File: config.mk
export PLATFORM = sky130hd
export DESIGN_NAME = addressed_frame_receiver_core
export DESIGN_NICKNAME = d
export VERILOG_FILES = /design/src/rtl/afr_pkg.sv /design/src/rtl/afr_stage_ram.sv /design/src/rtl/afr_out_fifo.sv /design/src/rtl/afr_ctrl.sv /design/src/rtl/addressed_frame_receiver_core.sv
export VERILOG_INCLUDE_DIRS = /design/src /design/src/rtl
export SDC_FILE = /design/constraint.sdc
export NUM_CORES = 1
export LEC_CHECK = 0
export BUFFER_PORTS_ARGS = -buffer_cell sky130_fd_sc_hd__buf_4
export CORE_AREA = 2 2 190 192
export CTS_BUF_LIST = sky130_fd_sc_hd__clkbuf_4 sky130_fd_sc_hd__clkbuf_8
export CTS_CLUSTER_SIZE = 25
export DETAILED_ROUTE_END_ITERATION = 6
export DIE_AREA = 0 0 192 194
export PLACE_DENSITY = 0.69
export SLEW_MARGIN = 20
export SYNTH_ARGS = -nofsm -noshare
export SYNTH_HDL_FRONTEND = slang
export SYNTH_SLANG_ARGS = --single-unit
export TNS_END_PERCENT = 10
File: constraint.sdc
create_clock -name aclk -period 6 [get_ports aclk]
set_input_delay 0.3 -clock aclk [delete_from_list [all_inputs] [get_ports aclk]]
set_output_delay 0.3 -clock aclk [all_outputs]
set_load 0.005 [all_outputs]
File: src/rtl/addressed_frame_receiver_core_assert.svh
// Assertion macros used by the frame receiver controller (afr_ctrl).
`ifndef ADDRESSED_FRAME_RECEIVER_CORE_ASSERT_SVH
`define ADDRESSED_FRAME_RECEIVER_CORE_ASSERT_SVH

`ifndef SYNTHESIS
// Implication checked in the same cycle.
`define AFR_ASSERT_IMP(name, clk, rstn, ante, cons, msg) \
    name: assert property (@(posedge clk) disable iff (!rstn) (ante) |-> (cons)) \
        else $error(msg);
// Implication checked in the cycle after the antecedent.
`define AFR_ASSERT_NXT(name, clk, rstn, ante, cons, msg) \
    name: assert property (@(posedge clk) disable iff (!rstn) (ante) |=> (cons)) \
        else $error(msg);
`else
`define AFR_ASSERT_IMP(name, clk, rstn, ante, cons, msg)
`define AFR_ASSERT_NXT(name, clk, rstn, ante, cons, msg)
`endif

`endif

File: src/rtl/afr_pkg.sv
// Types and constants of the addressed frame receiver.
package afr_pkg;

    localparam logic [7:0] CH_HASH   = 8'h23;
    localparam logic [7:0] CH_AT     = 8'h40;
    localparam logic [7:0] CH_DOLLAR = 8'h24;

    localparam logic [15:0] GAP_MAX   = 16'hFFFF;
    localparam logic [19:0] STALE_MAX = 20'hFFFFF;

    localparam int CFG_IDX_W  = 3;
    localparam int CFG_DATA_W = 20;

    localparam logic [CFG_IDX_W-1:0] CFG_OWN_ID        = 3'd0;
    localparam logic [CFG_IDX_W-1:0] CFG_ELEMENT_COUNT = 3'd1;
    localparam logic [CFG_IDX_W-1:0] CFG_WIDE_ELEMENTS = 3'd2;
    localparam logic [CFG_IDX_W-1:0] CFG_GAP_LIMIT     = 3'd3;
    localparam logic [CFG_IDX_W-1:0] CFG_STALE_LIMIT   = 3'd4;

    localparam logic [7:0]  RST_OWN_ID        = 8'd0;
    localparam logic [4:0]  RST_ELEMENT_COUNT = 5'd8;
    localparam logic        RST_WIDE_ELEMENTS = 1'b1;
    localparam logic [15:0] RST_GAP_LIMIT     = 16'd20;
    localparam logic [19:0] RST_STALE_LIMIT   = 20'd30000;

    typedef enum logic [1:0] {
        STS_ELEM   = 2'd0,
        STS_REJECT = 2'd1,
        STS_STALE  = 2'd2
    } afr_status_t;

    typedef enum logic [2:0] {
        PH_HUNT,
        PH_SENDER,
        PH_AT,
        PH_TARGET,
        PH_HASH2,
        PH_PAYLOAD,
        PH_TRAILER
    } afr_phase_t;

    typedef enum logic [1:0] {
        SEQ_IDLE,
        SEQ_READ,
        SEQ_PUSH,
        SEQ_STALE
    } afr_seq_t;

    typedef struct packed {
        logic [7:0]  own_id;
        logic [4:0]  element_count;
        logic        wide_elements;
        logic [15:0] gap_limit;
        logic [19:0] stale_limit;
    } afr_cfg_t;

    typedef struct packed {
        afr_status_t status;
        logic [3:0]  elem_index;
        logic [15:0] elem_value;
        logic        last;
    } afr_result_t;

endpackage

File: src/rtl/afr_stage_ram.sv
// Staging memory for payload elements, one write and one registered read port.
module afr_stage_ram #(
    parameter int   DEPTH = 16,
    localparam int  AW    = (DEPTH > 1) ? $clog2(DEPTH) : 1
) (
    input  logic          aclk,
    input  logic          we,
    input  logic [AW-1:0] waddr,
    input  logic [15:0]   wdata,
    input  logic          re,
    input  logic [AW-1:0] raddr,
    output logic [15:0]   rdata
);

    logic [15:0] mem [DEPTH];

    always_ff @(posedge aclk) begin
        if (we) begin
            mem[waddr] <= wdata;
        end
    end

    // Hold the read data until the next read.
    always_ff @(posedge aclk) begin
        if (re) begin
            rdata <= mem[raddr];
        end
    end

endmodule

File: src/rtl/afr_out_fifo.sv
// Two-entry result buffer between the frame sequencer and the result channel.
module afr_out_fifo (
    input  logic                 aclk,
    input  logic                 aresetn,
    input  logic                 push_valid,
    input  afr_pkg::afr_result_t push_data,
    output logic                 full,
    output logic                 m_valid,
    input  logic                 m_ready,
    output afr_pkg::afr_result_t m_data
);
    import afr_pkg::*;

    afr_result_t entry_reg [2];
    logic        wr_ptr_reg;
    logic        rd_ptr_reg;
    logic [1:0]  count_reg;
    logic        pop;

    assign pop     = m_valid && m_ready;
    assign m_valid = (count_reg != 2'd0);
    assign full    = (count_reg == 2'd2);
    assign m_data  = entry_reg[rd_ptr_reg];

    always_ff @(posedge aclk) begin
        if (!aresetn) begin
            wr_ptr_reg <= 1'b0;
            rd_ptr_reg <= 1'b0;
            count_reg  <= 2'd0;
        end else begin
            if (push_valid) begin
                wr_ptr_reg <= !wr_ptr_reg;
            end
            if (pop) begin
                rd_ptr_reg <= !rd_ptr_reg;
            end
            count_reg <= count_reg + {1'b0, push_valid} - {1'b0, pop};
        end
    end

    always_ff @(posedge aclk) begin
        if (push_valid) begin
            entry_reg[wr_ptr_reg] <= push_data;
        end
    end

endmodule

File: src/rtl/afr_ctrl.sv
// Frame parser, tick counters and result sequencer of the frame receiver.
`include "addressed_frame_receiver_core_assert.svh"

module afr_ctrl #(
    parameter int  MAX_ELEMENTS = 16,
    localparam int AW = (MAX_ELEMENTS > 1) ? $clog2(MAX_ELEMENTS) : 1
) (
    input  logic                 aclk,
    input  logic                 aresetn,
    input  afr_pkg::afr_cfg_t    cfg,
    input  logic                 s_valid,
    output logic                 s_ready,
    input  logic                 s_func,
    input  logic [7:0]           s_rx_byte,
    output logic                 push_valid,
    output afr_pkg::afr_result_t push_data,
    input  logic                 fifo_full,
    output logic                 ram_we,
    output logic [AW-1:0]        ram_waddr,
    output logic [15:0]          ram_wdata,
    output logic                 ram_re,
    output logic [AW-1:0]        ram_raddr,
    input  logic [15:0]          ram_rdata
);
    import afr_pkg::*;

    localparam int EC_W = $clog2(MAX_ELEMENTS + 1);
    localparam int BC_W = EC_W + 1;

    afr_phase_t       phase_reg, phase_next;
    afr_seq_t         seq_reg, seq_next;
    logic             tm_reg, tm_next;
    logic [BC_W-1:0]  bc_reg, bc_next;
    logic [7:0]       low_reg, low_next;
    logic [15:0]      gap_reg, gap_next;
    logic [19:0]      stale_reg, stale_next;
    logic             stale_rep_reg, stale_rep_next;
    logic [AW-1:0]    idx_reg, idx_next;
    logic [EC_W-1:0]  ec_reg, ec_next;

    logic             accept;
    logic             is_tick;
    logic             is_byte;
    logic [EC_W-1:0]  ec;
    logic [15:0]      gap_inc;
    logic [19:0]      stale_inc;
    logic             gap_abort;
    logic             stale_hit;
    logic             hdr_bad;
    logic             trl_ok;
    logic             trl_bad;
    logic             reject;
    logic [BC_W-1:0]  elem;
    logic             elem_ok;
    logic [BC_W-1:0]  bc_plus;
    logic [BC_W-1:0]  bc_target;
    logic             pay_byte;
    logic             last_elem;

    assign accept  = s_valid && s_ready;
    assign is_tick = accept && s_func;
    assign is_byte = accept && !s_func;

    // Clamp the element count into the supported range.
    always_comb begin
        if (cfg.element_count == 5'd0) begin
            ec = EC_W'(1);
        end else if (32'(cfg.element_count) > MAX_ELEMENTS) begin
            ec = EC_W'(MAX_ELEMENTS);
        end else begin
            ec = EC_W'(cfg.element_count);
        end
    end

    always_comb begin
        gap_inc   = (gap_reg == GAP_MAX) ? gap_reg : gap_reg + 16'd1;
        stale_inc = (stale_reg == STALE_MAX) ? stale_reg : stale_reg + 20'd1;
        gap_abort = is_tick && (phase_reg != PH_HUNT) && (gap_inc > cfg.gap_limit);
        stale_hit = is_tick && (stale_inc > cfg.stale_limit) && !stale_rep_reg;
        hdr_bad   = is_byte && (((phase_reg == PH_AT) && (s_rx_byte != CH_AT)) ||
                                ((phase_reg == PH_HASH2) && (s_rx_byte != CH_HASH)));
        trl_ok    = is_byte && (phase_reg == PH_TRAILER) && (s_rx_byte == CH_DOLLAR)
                    && tm_reg;
        trl_bad   = is_byte && (phase_reg == PH_TRAILER) && !trl_ok;
        reject    = gap_abort || hdr_bad || trl_bad;
        elem      = bc_reg >> cfg.wide_elements;
        elem_ok   = (elem < BC_W'(MAX_ELEMENTS));
        bc_plus   = bc_reg + BC_W'(1);
        bc_target = {1'b0, ec} << cfg.wide_elements;
        pay_byte  = is_byte && (phase_reg == PH_PAYLOAD);
        last_elem = (EC_W'(idx_reg) == (ec_reg - EC_W'(1)));
    end

    // Next state of the parser, the counters and the sequencer.
    always_comb begin
        phase_next     = phase_reg;
        seq_next       = seq_reg;
        tm_next        = tm_reg;
        bc_next        = bc_reg;
        low_next       = low_reg;
        gap_next       = gap_reg;
        stale_next     = stale_reg;
        stale_rep_next = stale_rep_reg;
        idx_next       = idx_reg;
        ec_next        = ec_reg;

        if (is_tick) begin
            if (phase_reg != PH_HUNT) begin
                gap_next = gap_inc;
            end
            if (gap_abort) begin
                phase_next = PH_HUNT;
            end
            stale_next = stale_inc;
            if (stale_hit) begin
                stale_rep_next = 1'b1;
            end
        end

        if (is_byte) begin
            gap_next = '0;
            case (phase_reg)
                PH_HUNT: begin
                    if (s_rx_byte == CH_HASH) begin
                        phase_next = PH_SENDER;
                    end
                end
                PH_SENDER: begin
                    phase_next = PH_AT;
                end
                PH_AT: begin
                    phase_next = hdr_bad ? PH_HUNT : PH_TARGET;
                end
                PH_TARGET: begin
                    tm_next    = (s_rx_byte == cfg.own_id);
                    phase_next = PH_HASH2;
                end
                PH_HASH2: begin
                    if (hdr_bad) begin
                        phase_next = PH_HUNT;
                    end else begin
                        bc_next    = '0;
                        phase_next = PH_PAYLOAD;
                    end
                end
                PH_PAYLOAD: begin
                    if (cfg.wide_elements && !bc_reg[0]) begin
                        low_next = s_rx_byte;
                    end
                    bc_next = bc_plus;
                    if (bc_plus >= bc_target) begin
                        phase_next = PH_TRAILER;
                    end
                end
                PH_TRAILER: begin
                    if (trl_ok) begin
                        stale_next     = '0;
                        stale_rep_next = 1'b0;
                        ec_next        = ec;
                        idx_next       = '0;
                    end
                    phase_next = PH_HUNT;
                end
                default: begin
                    phase_next = PH_HUNT;
                end
            endcase
        end

        case (seq_reg)
            SEQ_IDLE: begin
                if (trl_ok) begin
                    seq_next = SEQ_READ;
                end else if (reject && stale_hit) begin
                    seq_next = SEQ_STALE;
                end
            end
            SEQ_READ: begin
                seq_next = SEQ_PUSH;
            end
            SEQ_PUSH: begin
                if (!fifo_full) begin
                    if (last_elem) begin
                        seq_next = SEQ_IDLE;
                    end else begin
                        idx_next = idx_reg + AW'(1);
                        seq_next = SEQ_READ;
                    end
                end
            end
            SEQ_STALE: begin
                if (!fifo_full) begin
                    seq_next = SEQ_IDLE;
                end
            end
            default: begin
                seq_next = SEQ_IDLE;
            end
        endcase
    end

    // Handshake, result pushes and memory accesses.
    always_comb begin
        s_ready              = (seq_reg == SEQ_IDLE) && !fifo_full;
        push_valid           = 1'b0;
        push_data.status     = STS_REJECT;
        push_data.elem_index = '0;
        push_data.elem_value = '0;
        push_data.last       = 1'b1;

        case (seq_reg)
            SEQ_IDLE: begin
                if (reject) begin
                    push_valid = 1'b1;
                end else if (stale_hit) begin
                    push_valid       = 1'b1;
                    push_data.status = STS_STALE;
                end
            end
            SEQ_PUSH: begin
                push_valid           = !fifo_full;
                push_data.status     = STS_ELEM;
                push_data.elem_index = 4'(idx_reg);
                push_data.elem_value = ram_rdata;
                push_data.last       = last_elem;
            end
            SEQ_STALE: begin
                push_valid       = !fifo_full;
                push_data.status = STS_STALE;
            end
            default: begin
                push_valid = 1'b0;
            end
        endcase

        ram_re    = (seq_reg == SEQ_READ);
        ram_raddr = idx_reg;
        ram_we    = pay_byte && elem_ok && (!cfg.wide_elements || bc_reg[0]);
        ram_waddr = elem[AW-1:0];
        ram_wdata = cfg.wide_elements ? {s_rx_byte, low_reg} : {8'h00, s_rx_byte};
    end

    always_ff @(posedge aclk) begin
        if (!aresetn) begin
            phase_reg     <= PH_HUNT;
            seq_reg       <= SEQ_IDLE;
            tm_reg        <= 1'b0;
            bc_reg        <= '0;
            low_reg       <= '0;
            gap_reg       <= '0;
            stale_reg     <= '0;
            stale_rep_reg <= 1'b0;
            idx_reg       <= '0;
            ec_reg        <= EC_W'(1);
        end else begin
            phase_reg     <= phase_next;
            seq_reg       <= seq_next;
            tm_reg        <= tm_next;
            bc_reg        <= bc_next;
            low_reg       <= low_next;
            gap_reg       <= gap_next;
            stale_reg     <= stale_next;
            stale_rep_reg <= stale_rep_next;
            idx_reg       <= idx_next;
            ec_reg        <= ec_next;
        end
    end

    `AFR_ASSERT_IMP(a_push_room, aclk, aresetn, push_valid, !fifo_full, "push into full buffer")
    `AFR_ASSERT_IMP(a_no_write_in_run, aclk, aresetn, ram_we, seq_reg == SEQ_IDLE, "write in run")
    `AFR_ASSERT_NXT(a_run_start, aclk, aresetn, trl_ok, (seq_reg == SEQ_READ) && (idx_reg == '0), "bad run start")
    `AFR_ASSERT_IMP(a_push_after_read, aclk, aresetn, seq_reg == SEQ_PUSH, $past(seq_reg) == SEQ_READ || $past(seq_reg) == SEQ_PUSH, "push without read")
    `AFR_ASSERT_IMP(a_idx_range, aclk, aresetn, seq_reg == SEQ_READ || seq_reg == SEQ_PUSH, EC_W'(idx_reg) < ec_reg, "element index out of run")

endmodule

File: src/rtl/addressed_frame_receiver_core.sv
// Top level of the addressed frame receiver: registers, parser, staging memory, result buffer.
// A reject or stale result is visible on m_valid in the cycle after its item is taken.
// A good trailer starts a run of N elements, each read from the staging memory and then pushed,
// stalling while the buffer is full; no item is taken during the run or while a stale result
// waits behind a reject. Throughput: one byte or tick item per cycle otherwise, while the
// two-entry buffer has room. Reset: synchronous, active low; clears parser, counters, buffer and
// registers to defaults; the staging memory is not cleared and needs no clearing pass.
module addressed_frame_receiver_core #(
    parameter int MAX_ELEMENTS = 16
) (
    input  logic                          aclk,
    input  logic                          aresetn,
    // configuration write channel
    input  logic                          cfg_valid,
    output logic                          cfg_ready,
    input  logic [afr_pkg::CFG_IDX_W-1:0]  cfg_index,
    input  logic [afr_pkg::CFG_DATA_W-1:0] cfg_data,
    // input item channel
    input  logic                          s_valid,
    output logic                          s_ready,
    input  logic                          s_func,
    input  logic [7:0]                    s_rx_byte,
    // result channel
    output logic                          m_valid,
    input  logic                          m_ready,
    output logic [1:0]                    m_status,
    output logic [3:0]                    m_elem_index,
    output logic [15:0]                   m_elem_value,
    output logic                          m_last
);
    import afr_pkg::*;

    localparam int AW = (MAX_ELEMENTS > 1) ? $clog2(MAX_ELEMENTS) : 1;

    logic [7:0]  own_id_reg;
    logic [4:0]  element_count_reg;
    logic        wide_elements_reg;
    logic [15:0] gap_limit_reg;
    logic [19:0] stale_limit_reg;
    afr_cfg_t    cfg;

    logic        push_valid;
    afr_result_t push_data;
    logic        fifo_full;
    afr_result_t m_data;

    logic          ram_we;
    logic [AW-1:0] ram_waddr;
    logic [15:0]   ram_wdata;
    logic          ram_re;
    logic [AW-1:0] ram_raddr;
    logic [15:0]   ram_rdata;

    // Registers take a write in every cycle; writes beyond the list are dropped.
    assign cfg_ready = 1'b1;

    always_ff @(posedge aclk) begin
        if (!aresetn) begin
            own_id_reg        <= RST_OWN_ID;
            element_count_reg <= RST_ELEMENT_COUNT;
            wide_elements_reg <= RST_WIDE_ELEMENTS;
            gap_limit_reg     <= RST_GAP_LIMIT;
            stale_limit_reg   <= RST_STALE_LIMIT;
        end else if (cfg_valid && cfg_ready) begin
            case (cfg_index)
                CFG_OWN_ID:        own_id_reg        <= cfg_data[7:0];
                CFG_ELEMENT_COUNT: element_count_reg <= cfg_data[4:0];
                CFG_WIDE_ELEMENTS: wide_elements_reg <= cfg_data[0];
                CFG_GAP_LIMIT:     gap_limit_reg     <= cfg_data[15:0];
                CFG_STALE_LIMIT:   stale_limit_reg   <= cfg_data[19:0];
                default: begin
                end
            endcase
        end
    end

    assign cfg.own_id        = own_id_reg;
    assign cfg.element_count = element_count_reg;
    assign cfg.wide_elements = wide_elements_reg;
    assign cfg.gap_limit     = gap_limit_reg;
    assign cfg.stale_limit   = stale_limit_reg;

    // Parse the frame, run the tick counters and sequence the results.
    afr_ctrl #(
        .MAX_ELEMENTS (MAX_ELEMENTS)
    ) u_ctrl (
        .aclk       (aclk),
        .aresetn    (aresetn),
        .cfg        (cfg),
        .s_valid    (s_valid),
        .s_ready    (s_ready),
        .s_func     (s_func),
        .s_rx_byte  (s_rx_byte),
        .push_valid (push_valid),
        .push_data  (push_data),
        .fifo_full  (fifo_full),
        .ram_we     (ram_we),
        .ram_waddr  (ram_waddr),
        .ram_wdata  (ram_wdata),
        .ram_re     (ram_re),
        .ram_raddr  (ram_raddr),
        .ram_rdata  (ram_rdata)
    );

    // Hold payload elements until the trailer decides the frame.
    afr_stage_ram #(
        .DEPTH (MAX_ELEMENTS)
    ) u_stage_ram (
        .aclk  (aclk),
        .we    (ram_we),
        .waddr (ram_waddr),
        .wdata (ram_wdata),
        .re    (ram_re),
        .raddr (ram_raddr),
        .rdata (ram_rdata)
    );

    // Decouple the result channel so items keep flowing while a result waits.
    afr_out_fifo u_out_fifo (
        .aclk       (aclk),
        .aresetn    (aresetn),
        .push_valid (push_valid),
        .push_data  (push_data),
        .full       (fifo_full),
        .m_valid    (m_valid),
        .m_ready    (m_ready),
        .m_data     (m_data)
    );

    assign m_status     = m_data.status;
    assign m_elem_index = m_data.elem_index;
    assign m_elem_value = m_data.elem_value;
    assign m_last       = m_data.last;

endmodule

==> metrics.md, run 1 <==
| Metric | Value |
|---|---|
| Status | `completed` |
| Count leader, synth | `edfxtp_1` |
| RR Startpoint | `u_ctrl.gap_reg[2]` |
| Worst Tran Pin Value | `1120 ps` |
| Area grow syn2layout | `13.3%` |
| Worst-Skew Late Latency | `620 ps` |
| Final nets | `1,741` |
| I/O Buffers | `61` |
| Drc violations | `0` |
| Drt pass-1 iters | `5` |
| Maximum VDD drop | `~0.00017 V` |
| Main flop type after synthesis | `edfxtp_1` |
| Vias in the first global route | `12,300` |
| Synth Register Bits | `439` |
| Max FO, Critical Path | `23` |
| Initial Util | `55.5%` |
| Most used cell along the critical path | `nand3_1` |
| Crit path DAT | `5330 ps` |
| Library cells used by synthesis | `65` |
| # rows | `69` |
| Maximum clock frequency | `198 MHz` |
| Mean Syn Cell Area | `around 13 sq um` |
| Setup Fix Bufs, Post-CTS | `0` |
| Synth area leader | `edfxtp_1` |
| Largest net degree at the start of global routing | `87` |
| Max reg flops | `256` |
| Setup crit end | `u_out_fifo.entry_reg[1][3]` |
| GPL Wtd Cong | `0.818` |
| Syn_nets | `around 1,600` |
| Adder-Cell Fraction of Synth Area | `3.14%` |
| Drt wl/cell | `19.6 microns` |
| WHS | `~65 ps` |
| Crit-path cells | `nand4_1 > nor4_2 > nand3_1 > nand3_1 > nor2_1 > xor2_1 > ha_1 > a21oi_1 > o21ai_0 > a221oi_1 > nand3_1 > a31oi_1 > nand3_1 > and2_2` |
| Largest family of logic cells by synthesized area | `simple AND/OR/NAND/NOR gates` |
| First-pass GRT wire length | `66.6 mm` |
| Register area share after synthesis | `between 60% and 70%` |
| CP Capture Type | `flop` |
| HPWL after DPL | `26.9 mm` |
| Crit path required time | `6280 ps` |
| EDFF count, synth | `318` |
| Longest Clk Path Bufs | `3` |
| Share of layout cells above drive strength 1 | `18.1%` |
| Post-DP Area | `20,500 sq um` |
| Post-synthesis xor/xnor area fraction | `3.14%` |
| TritonCTS Buffers | `70` |
| Final ANT Viol Nets | `0` |
| Gr usage total | `23.4%` |
| Core area | `35,200 sq um` |
| Period minus WS final | `5050 ps` |
| Final setup fails | `0` |
| # clock sinks | `439` |
| DR iter-0 viols | `729` |
| Cells after synthesis | `~1,600` |
| Register-to-Register Path Depth | `14` |
| Min-delay worst type | `input pin to flop` |
| Num ports | `63` |
| Setup_tns | `0 ps` |
| Critical Path Start | `u_ctrl.gap_reg[2]` |
| Post-synthesis mux area share | `between 10% and 20%` |
| Finished Cell Area | `22,200 sq um` |
| Final WL | `42.5 mm` |
| CTS tree | `yes` |
| Crit start category | `flop` |
| Post-synth top area share | `48.8%` |
| Initial antenna violation count | `0` |
| Die height | `194 microns` |
| Via density per instance | `5.69` |
| Post-synth ARST share | `0%` |
| PwrDens | `282 nW/um^2` |
| RSZ-0062 raised after global routing | `false` |
| Total number of vias | `12,400` |
| Slew HR | `approximately a quarter` |
| Max-Cap Viols | `0` |
| Period Utilization, post-route | `84.2%` |
| Slew Limit Fails | `0` |
| R2R setup slack | `approximately 950 ps` |
| Leakage power | `7.62 nW` |
| Simple-Gate Fraction of Synth Area | `12.1%` |
| Post-synthesis compound-gate area fraction | `7.62%` |
| GRT Residual Overflow | `0` |
| Worst flop-to-flop path endpoint | `u_out_fifo.entry_reg[1][3]` |
| Slowest stage delay, CP | `between 500 and 600 ps` |
| Die footprint | `37,200 sq um` |
| Clock-pin slew on the worst setup and hold paths | `60 ps` |
| Skew final | `39.5 ps` |
| Final hold viol count | `0` |
| Top post-synthesis cells by area | `edfxtp_1 49%, dfxtp_1 12%, mux2i_1 3.7%` |
| Clock H-tree levels | `3` |
| Kind of critical path | `flop to flop` |
| CP max stage cell | `nor4_2` |
| Cell area after synthesis | `19,500 sq um` |
| Die span in x | `192 microns` |
| Root buffer cell | `clkbuf_8` |
| Yosys warnings | `0` |
| Synth cell count leaders | `318 x edfxtp_1, 177 x nand2_1, 121 x dfxtp_1` |
[repair_timing]
item / CTS / global route
hold buffers: 20 / 0
resized for setup: 0 / 0
hold endpoints to repair: 50 / 0
[final cells by class]
type | instances | area [sq um]
diodes | 1 | 2.50
multi-input cells | 983 | 7090
clock inverters | 18 | 131
clock buffers | 109 | 1300
flip-flops and latches | 439 | 12000
repair buffers | 109 | 881
inverters | 52 | 195
well taps | 461 | 577
fillers | 2689 | 13100
[layout by cell type (no fill, tap or decap), types with 46 or more instances in the layout]
master	Yosys	layout
edfxtp_1	318	318
o21ai_0	53	53
clkbuf_8	0	77
nor2_1	92	92
mux2i_1	72	72
xnor2_1	46	46
buf_4	1	88
a21oi_1	51	51
ha_1	49	49
inv_1	51	51
dfxtp_1	121	119
mux2_2	48	48
nand2_1	177	177
[worst min path at each step]
| stage | start | endpoint | slack [ps] | depth (start not counted) |
|---|---|---|---|---|
| floorplan | cfg_data[0] | wide_elements_reg | 430 | 2 |
| global placement | u_ctrl.stale_rep_reg | u_ctrl.stale_rep_reg | 440 | 2 |
| detailed placement | u_ctrl.stale_rep_reg | u_ctrl.stale_rep_reg | 460 | 2 |
| CTS | s_rx_byte[1] | u_ctrl.low_reg[1] | 20 | 3 |
| global route | s_rx_byte[6] | u_ctrl.low_reg[6] | 80 | 3 |
| finish | s_rx_byte[3] | u_ctrl.low_reg[3] | 70 | 3 |
[worst max-delay path: cells and delay by family (launching register included)]
family / cells / cell delay (ps)
simple gates: 8 / 2580
compound gates: 4 / 1210
flops: 1 / 480
fa+ha+maj: 1 / 310
xor+xnor: 1 / 140
[per-layer routing]
metal  global-route usage (%)  wire (microns)  vias to the layer above
li1                         -               -                     5907
met5                        0               0                        -
met4                     10.5            1480                        0
met1                     29.4           17400                     6051
met3                     4.36            2390                       75
met2                     39.5           21300                      335
[kinds of logic (layout without fill, tap and decap cells)]
kind of cell,Yosys count,in the layout
and+or+nand+nor,485,485
DFF,439,439
AOI/OAI and AO/OA,226,226
muxes,152,152
buffers and inverters,130,288
xor gates and xnor gates,70,70
adders and majority gates,49,49
other,1,2
[report_power, final]
group / internal (mW) / leakage, nW / total (mW) / switching (mW)
logic: 0.204 / 2.96 / 0.382 / 0.177
clock network: 1.43 / 0.752 / 2.56 / 1.14
registers: 3.26 / 3.91 / 3.30 / 0.0417
[metrics by stage]
stage | power [mW] | setup slack [ps] | util (%) | std cells
6_report | 6.25 | 950 | 62.9 | 2172
3_5_place_dp | 3.74 | 818 | 58.3 | 2024
5_1_grt | 6.48 | 531 | 62.9 | 2171
2_1_floorplan | 3.57 | 1450 | - | 1552
3_3_place_gp | 3.74 | 935 | 58.3 | 2024
4_1_cts | 6.32 | 798 | 62.9 | 2171
Note: power is estimated with default switching activity, not from simulation.
==> run 2, diff against run 1 <==
Clock period 6 ns to 5.3 ns, I/O delays scaled along.
==> run 2 against run 1 <==
Net effect: routed wire length grew 3.1%; sequential cell count is the same; global-route usage is 0.68 points higher; critical path depth is 3 higher; clock power is 13% higher; die area unchanged; final area rose by 0.34%; sequential power increased by 13%; count of clock-buffer cells in the layout fell by 8; combinational power up 15%; first-iteration DRC count is 21% higher; non-clock buffer count grew 6; critical path type unchanged; highest routed layer unchanged.
==> metrics.md, run 2 (synthesis results as in run 1) <==
| Metric | Value |
|---|---|
| Status | `completed` |
| Slowest stage delay, CP | `between 500 and 600 ps` |
| Slew HR | `24.5%` |
| Area grow syn2layout | `13.7%` |
| TritonCTS Buffers | `72` |
| N_diodes | `0` |
| Largest net degree at the start of global routing | `56` |
| Vias in the first global route | `12,600` |
| Critical Path Start | `u_ctrl.gap_reg[2]` |
| Most frequent cells in the layout | `318 x edfxtp_1, 177 x nand2_1, 119 x dfxtp_1` |
| WHS | `39.3 ps` |
| HPWL after DPL | `around 28 mm` |
| Total number of vias | `12,500` |
| Drc violations | `0` |
| Drt wl/cell | `between 20 and 25 microns` |
| Longest Clk Path Bufs | `3` |
| Finished Cell Area | `22,200 sq um` |
| Placed insts | `2,026` |
| GRT Residual Overflow | `0` |
| Period Utilization, post-route | `88.0%` |
| DR iter-0 viols | `between 800 and 900` |
| Root buffer cell | `clkbuf_8` |
| Most common cell after layout, fill and taps aside | `edfxtp_1` |
| Worst Tran Pin Value | `1130 ps` |
| Min-delay worst type | `input pin to flop` |
| GPL Wtd Cong | `0.813` |
| Final WL | `around 44 mm` |
| Drt pass-1 iters | `5` |
| Slew Limit Fails | `0` |
| Max-Cap Viols | `0` |
| Clock H-tree levels | `3` |
| Initial Util | `between 50 and 60%` |
| Final ANT Viol Nets | `0` |
| Die footprint | `~37,000 sq um` |
| Worst setup margin | `634 ps` |
| RR Startpoint | `u_ctrl.gap_reg[2]` |
| Final setup fails | `0` |
| Gr usage total | `approximately a quarter` |
| Leakage power | `7.64 nW` |
| Die height | `~190 microns` |
| PwrDens | `318 nW/um^2` |
| Crit-path cells | `nand4_1 > nor4_2 > nand3_1 > nand3_1 > nor2_1 > xor2_1 > ha_1 > a21oi_1 > o21ai_0 > a221oi_1 > nand3_1 > a31oi_1 > nand3_1 > ha_1 > xnor2_1 > xnor2_1 > and2_1` |
| WP buf/inv | `0` |
| Design Power | `around 7 mW` |
| Die span in x | `192 microns` |
| # rows | `69` |
| Max FO, Critical Path | `8` |
| Final hold viol count | `0` |
| Core area | `35,200 sq um` |
| Skew final | `roughly 32 ps` |
| Crit path required time | `5800 ps` |
| R2R setup slack | `630 ps` |
| I/O Buffers | `61` |
| Maximum clock frequency | `214 MHz` |
| Register-to-Register Path Depth | `17` |
| CTS resizes | `0` |
| Max reg flops | `around 260` |
| Maximum VDD drop | `0.000197 V` |
| Initial antenna violation count | `0` |
| Via density per instance | `5.74` |
| Clock-pin slew on the worst setup and hold paths | `roughly 60 ps` |
| Kind of critical path | `flop to flop` |
| Family with the most delay on the worst path | `simple AND/OR/NAND/NOR gates` |
| Worst setup slack after placement | `663 ps` |
| Crit start category | `flop` |
| Worst flop-to-flop path endpoint | `u_out_fifo.count_reg[1]` |
| CP max stage cell | `nor4_2` |
| Final nets | `1,749` |
| CP Depth | `17` |
| CP Capture Type | `flop` |
| First-pass GRT wire length | `68.5 mm` |
| Worst-Skew Late Latency | `620 ps` |
| Crit path DAT | `5170 ps` |
| CTS tree | `yes` |
| # clock sinks | `439` |
| Most used cell along the critical path | `nand3_1` |
| Period minus WS final | `4670 ps` |
| Num ports | `63` |
| Core Util, Final | `63.1%` |
| Share of layout cells above drive strength 1 | `around 18%` |
| Post-DP Area | `20,600 sq um` |
| Fin cells | `about 2,200` |
| Setup_tns | `0 ps` |
| RSZ-0062 raised after global routing | `false` |
| Setup crit end | `u_out_fifo.count_reg[1]` |
==> run 2: layout make-up <==
type	count	area, sq um
repair buffers	115	986
flip-flops and latches	439	12000
fillers	2762	13000
well taps	461	577
clock buffers	101	1250
multi-input cells	983	7090
clock inverters	26	156
inverters	52	195
==> run 2: how the worst min path moves through the flow <==
stage                               startpoint                   end  slack (ps)  cells after the start
after floorplan                    cfg_data[0]     wide_elements_reg         390                      2
after CTS                         s_rx_byte[6]     u_ctrl.low_reg[6]           1                      3
final                                  aresetn      gap_limit_reg[4]          40                      2
after global routing              s_rx_byte[6]     u_ctrl.low_reg[6]           5                      3
after global placement    u_ctrl.stale_rep_reg  u_ctrl.stale_rep_reg         440                      2
after detailed placement      gap_limit_reg[9]      gap_limit_reg[9]         460                      2
==> run 2: power breakdown <==
| group | leakage, nW | internal [mW] | switching [mW] |
|---|---|---|---|
| clock network | 0.743 | 1.58 | 1.32 |
| registers | 3.91 | 3.69 | 0.0493 |
| logic | 2.99 | 0.234 | 0.206 |
==> run 2: routing by layer <==
layer	GRT usage [%]	vias up	share of wire [%]
met5	0	-	0
met4	10.3	0	3.9
met3	4.13	102	4.9
met2	40.8	379	50
met1	30.5	6107	41
li1	-	5914	-
==> run 2: repair_timing <==
action | 4_1_cts | 5_1_grt
hold buffers | 24 | 0
hold endpoints to repair | 54 | 0
buffers inserted | 0 | 0
==> run 3, diff against run 2 <==
Clock period 5.3 ns to 4.7 ns, I/O delays scaled along.
==> run 3 against run 2 <==
Net effect: worst setup slack got worse by 190 ps; global-route usage fell by 0.52 points; via count fell by 0.12%; critical path type unchanged; critical endpoint unchanged; largest power group unchanged.
==> metrics.md, run 3 (synthesis results as in run 1) <==
| Metric | Value |
|---|---|
| Status | `completed` |
| Final nets | `roughly 1,800` |
| Drc violations | `0` |
| Longest Clk Path Bufs | `3` |
| Drt pass-1 iters | `7` |
| Crit start category | `flop` |
| Die height | `194 microns` |
| Crit-path cells | `ha_1 > nand3_1 > or3_1 > nor3_1 > nor2_1 > nand2_1 > a22o_1 > ha_1 > and4_1 > a221oi_1 > o211ai_1 > nand3b_1 > nand3_1 > ha_1 > xnor2_1 > xnor2_1 > and2_1` |
| Final ANT Viol Nets | `0` |
| N_diodes | `0` |
| Critical Path Start | `u_ctrl.stale_reg[0]` |
| Skew final | `a little over 30 ps` |
| Area grow syn2layout | `13.9%` |
| Largest net degree at the start of global routing | `87` |
| Clock-pin slew on the worst setup and hold paths | `60 ps` |
| Max-Cap Viols | `0` |
| Setup_tns | `0 ps` |
| CTS tree | `yes` |
| Core Util, Final | `63.2%` |
| DR iter-0 viols | `919` |
| Maximum VDD drop | `0.000226 V` |
| First-pass GRT wire length | `just under 70 mm` |
| I/O Buffers | `61` |
| PwrDens | `approximately 350 nW/um^2` |
| Slew Limit Fails | `0` |
| Maximum clock frequency | `roughly 240 MHz` |
| GPL Wtd Cong | `0.845` |
| Gr usage total | `23.6%` |
| Most frequent cells in the layout | `318 x edfxtp_1, 177 x nand2_1, 119 x dfxtp_1` |
| Setup Fix Bufs, Post-CTS | `0` |
| GRT Residual Overflow | `0` |
| Crit path required time | `5180 ps` |
| Root buffer cell | `clkbuf_8` |
| CP Capture Type | `flop` |
| Vias in the first global route | `~12,000` |
| Most common cell after layout, fill and taps aside | `edfxtp_1` |
| Setup crit end | `u_out_fifo.count_reg[1]` |
| Clock H-tree levels | `3` |
| WHS | `~87 ps` |
| Max reg flops | `256` |
| RSZ-0062 raised after global routing | `false` |
| Leakage power | `7.67 nW` |
| Via density per instance | `5.70` |
| Share of layout cells above drive strength 1 | `between 10% and 20%` |
| Worst setup slack after placement | `369 ps` |
| Initial Util | `55.5%` |
| Worst Tran Pin Value | `~1100 ps` |
| Crit path DAT | `4730 ps` |
| Worst-Skew Late Latency | `590 ps` |
| Max FO, Critical Path | `6` |
| R2R setup slack | `450 ps` |
| CP max stage cell | `or3_1` |
| Core area | `35,200 sq um` |
| CP Depth | `17` |
| TritonCTS Buffers | `a little over 70` |
| # clock sinks | `439` |
| Family with the most delay on the worst path | `simple AND/OR/NAND/NOR gates` |
| Initial antenna violation count | `0` |
| Final WL | `42.8 mm` |
| Die footprint | `37,200 sq um` |
| Kind of critical path | `flop to flop` |
| HPWL after DPL | `27.2 mm` |
| Total number of vias | `around 12,000` |
| Drt wl/cell | `19.5 microns` |
| Final hold viol count | `0` |
| Min-delay worst type | `input pin to flop` |
| Num ports | `63` |
| Period Utilization, post-route | `roughly nine tenths` |
| Slew HR | `approximately 28%` |
| Die span in x | `192 microns` |
| # rows | `69` |
| Final setup fails | `0` |
| RR Startpoint | `u_ctrl.stale_reg[0]` |
| Worst setup margin | `446 ps` |
| WP buf/inv | `0` |
| Worst flop-to-flop path endpoint | `u_out_fifo.count_reg[1]` |
| Register-to-Register Path Depth | `17` |
| Period minus WS final | `4250 ps` |
| Most used cell along the critical path | `ha_1` |
| Slowest stage delay, CP | `500 ps` |
run 3: cell count changes in the layout (fill, tap and decap cells not counted), sizes merged:
| cell | previous run | this run |
|---|---|---|
| bufinv | 1 | 2 |
| clkbuf | 101 | 97 |
| buf | 91 | 100 |
| dlygate4sd3 | 24 | 28 |
| clkinv | 21 | 26 |
| inv | 55 | 51 |
| clkinvlp | 1 | 4 |
run 3: final cells by class:
type                       count  area [sq um]
timing repair buffer         128          1040
clock inverter                31           188
tap                          461           577
multi-input combinational    983          7100
clock buffer                  97          1180
inverter                      52           195
sequential                   439         12000
fill                        2720         13000
run 3: through the flow:
| step | cells | power, mW | area (sq um) |
|---|---|---|---|
| floorplan | 1552 | 4.56 | 19500 |
| global placement | 2035 | 4.77 | 20600 |
| detailed placement | 2035 | 4.78 | 20600 |
| CTS | 2191 | 7.98 | 22300 |
| global route | 2191 | 8.20 | 22300 |
| finish | 2191 | 7.90 | 22300 |
run 3: worst reg2reg max path, delay by kind of cell (launching register included):
family / cells / cell delay [ps]
xor gates and xnor gates: 2 / 250
AOI/OAI and AO/OA: 3 / 670
adders and majority gates: 3 / 700
and+or+nand+nor: 9 / 2110
DFF: 1 / 410
run 3: power breakdown:
| part | leakage, nW | switching [mW] | internal, mW |
|---|---|---|---|
| clock network | 0.710 | 1.45 | 1.74 |
| registers | 3.91 | 0.0548 | 4.16 |
| logic | 3.05 | 0.229 | 0.266 |
| total | 7.67 | 1.73 | 6.17 |
run 3: what timing repair did:
action / 4_1_cts / 5_1_grt
endpoints found under the hold margin: 58 / 0
resized for setup: 0 / 1
setup endpoints to repair: 0 / 24
hold buffers: 28 / 0
run 3: worst min path at each step:
stage | startpoint | endpoint | cells past startpoint
floorplan | cfg_data[0] | wide_elements_reg | 2
global placement | u_ctrl.stale_rep_reg | u_ctrl.stale_rep_reg | 2
detailed placement | u_ctrl.stale_rep_reg | u_ctrl.stale_rep_reg | 2
CTS | cfg_index[1] | wide_elements_reg | 4
global route | m_ready | flop | 4
finish | cfg_index[1] | wide_elements_reg | 4
run 3: layer usage:
layer	share of wire [%]	track usage [%]
met1	42	30.2
met2	51	40.9
met5	0	0
met3	5.3	4.18
met4	2.0	7.18
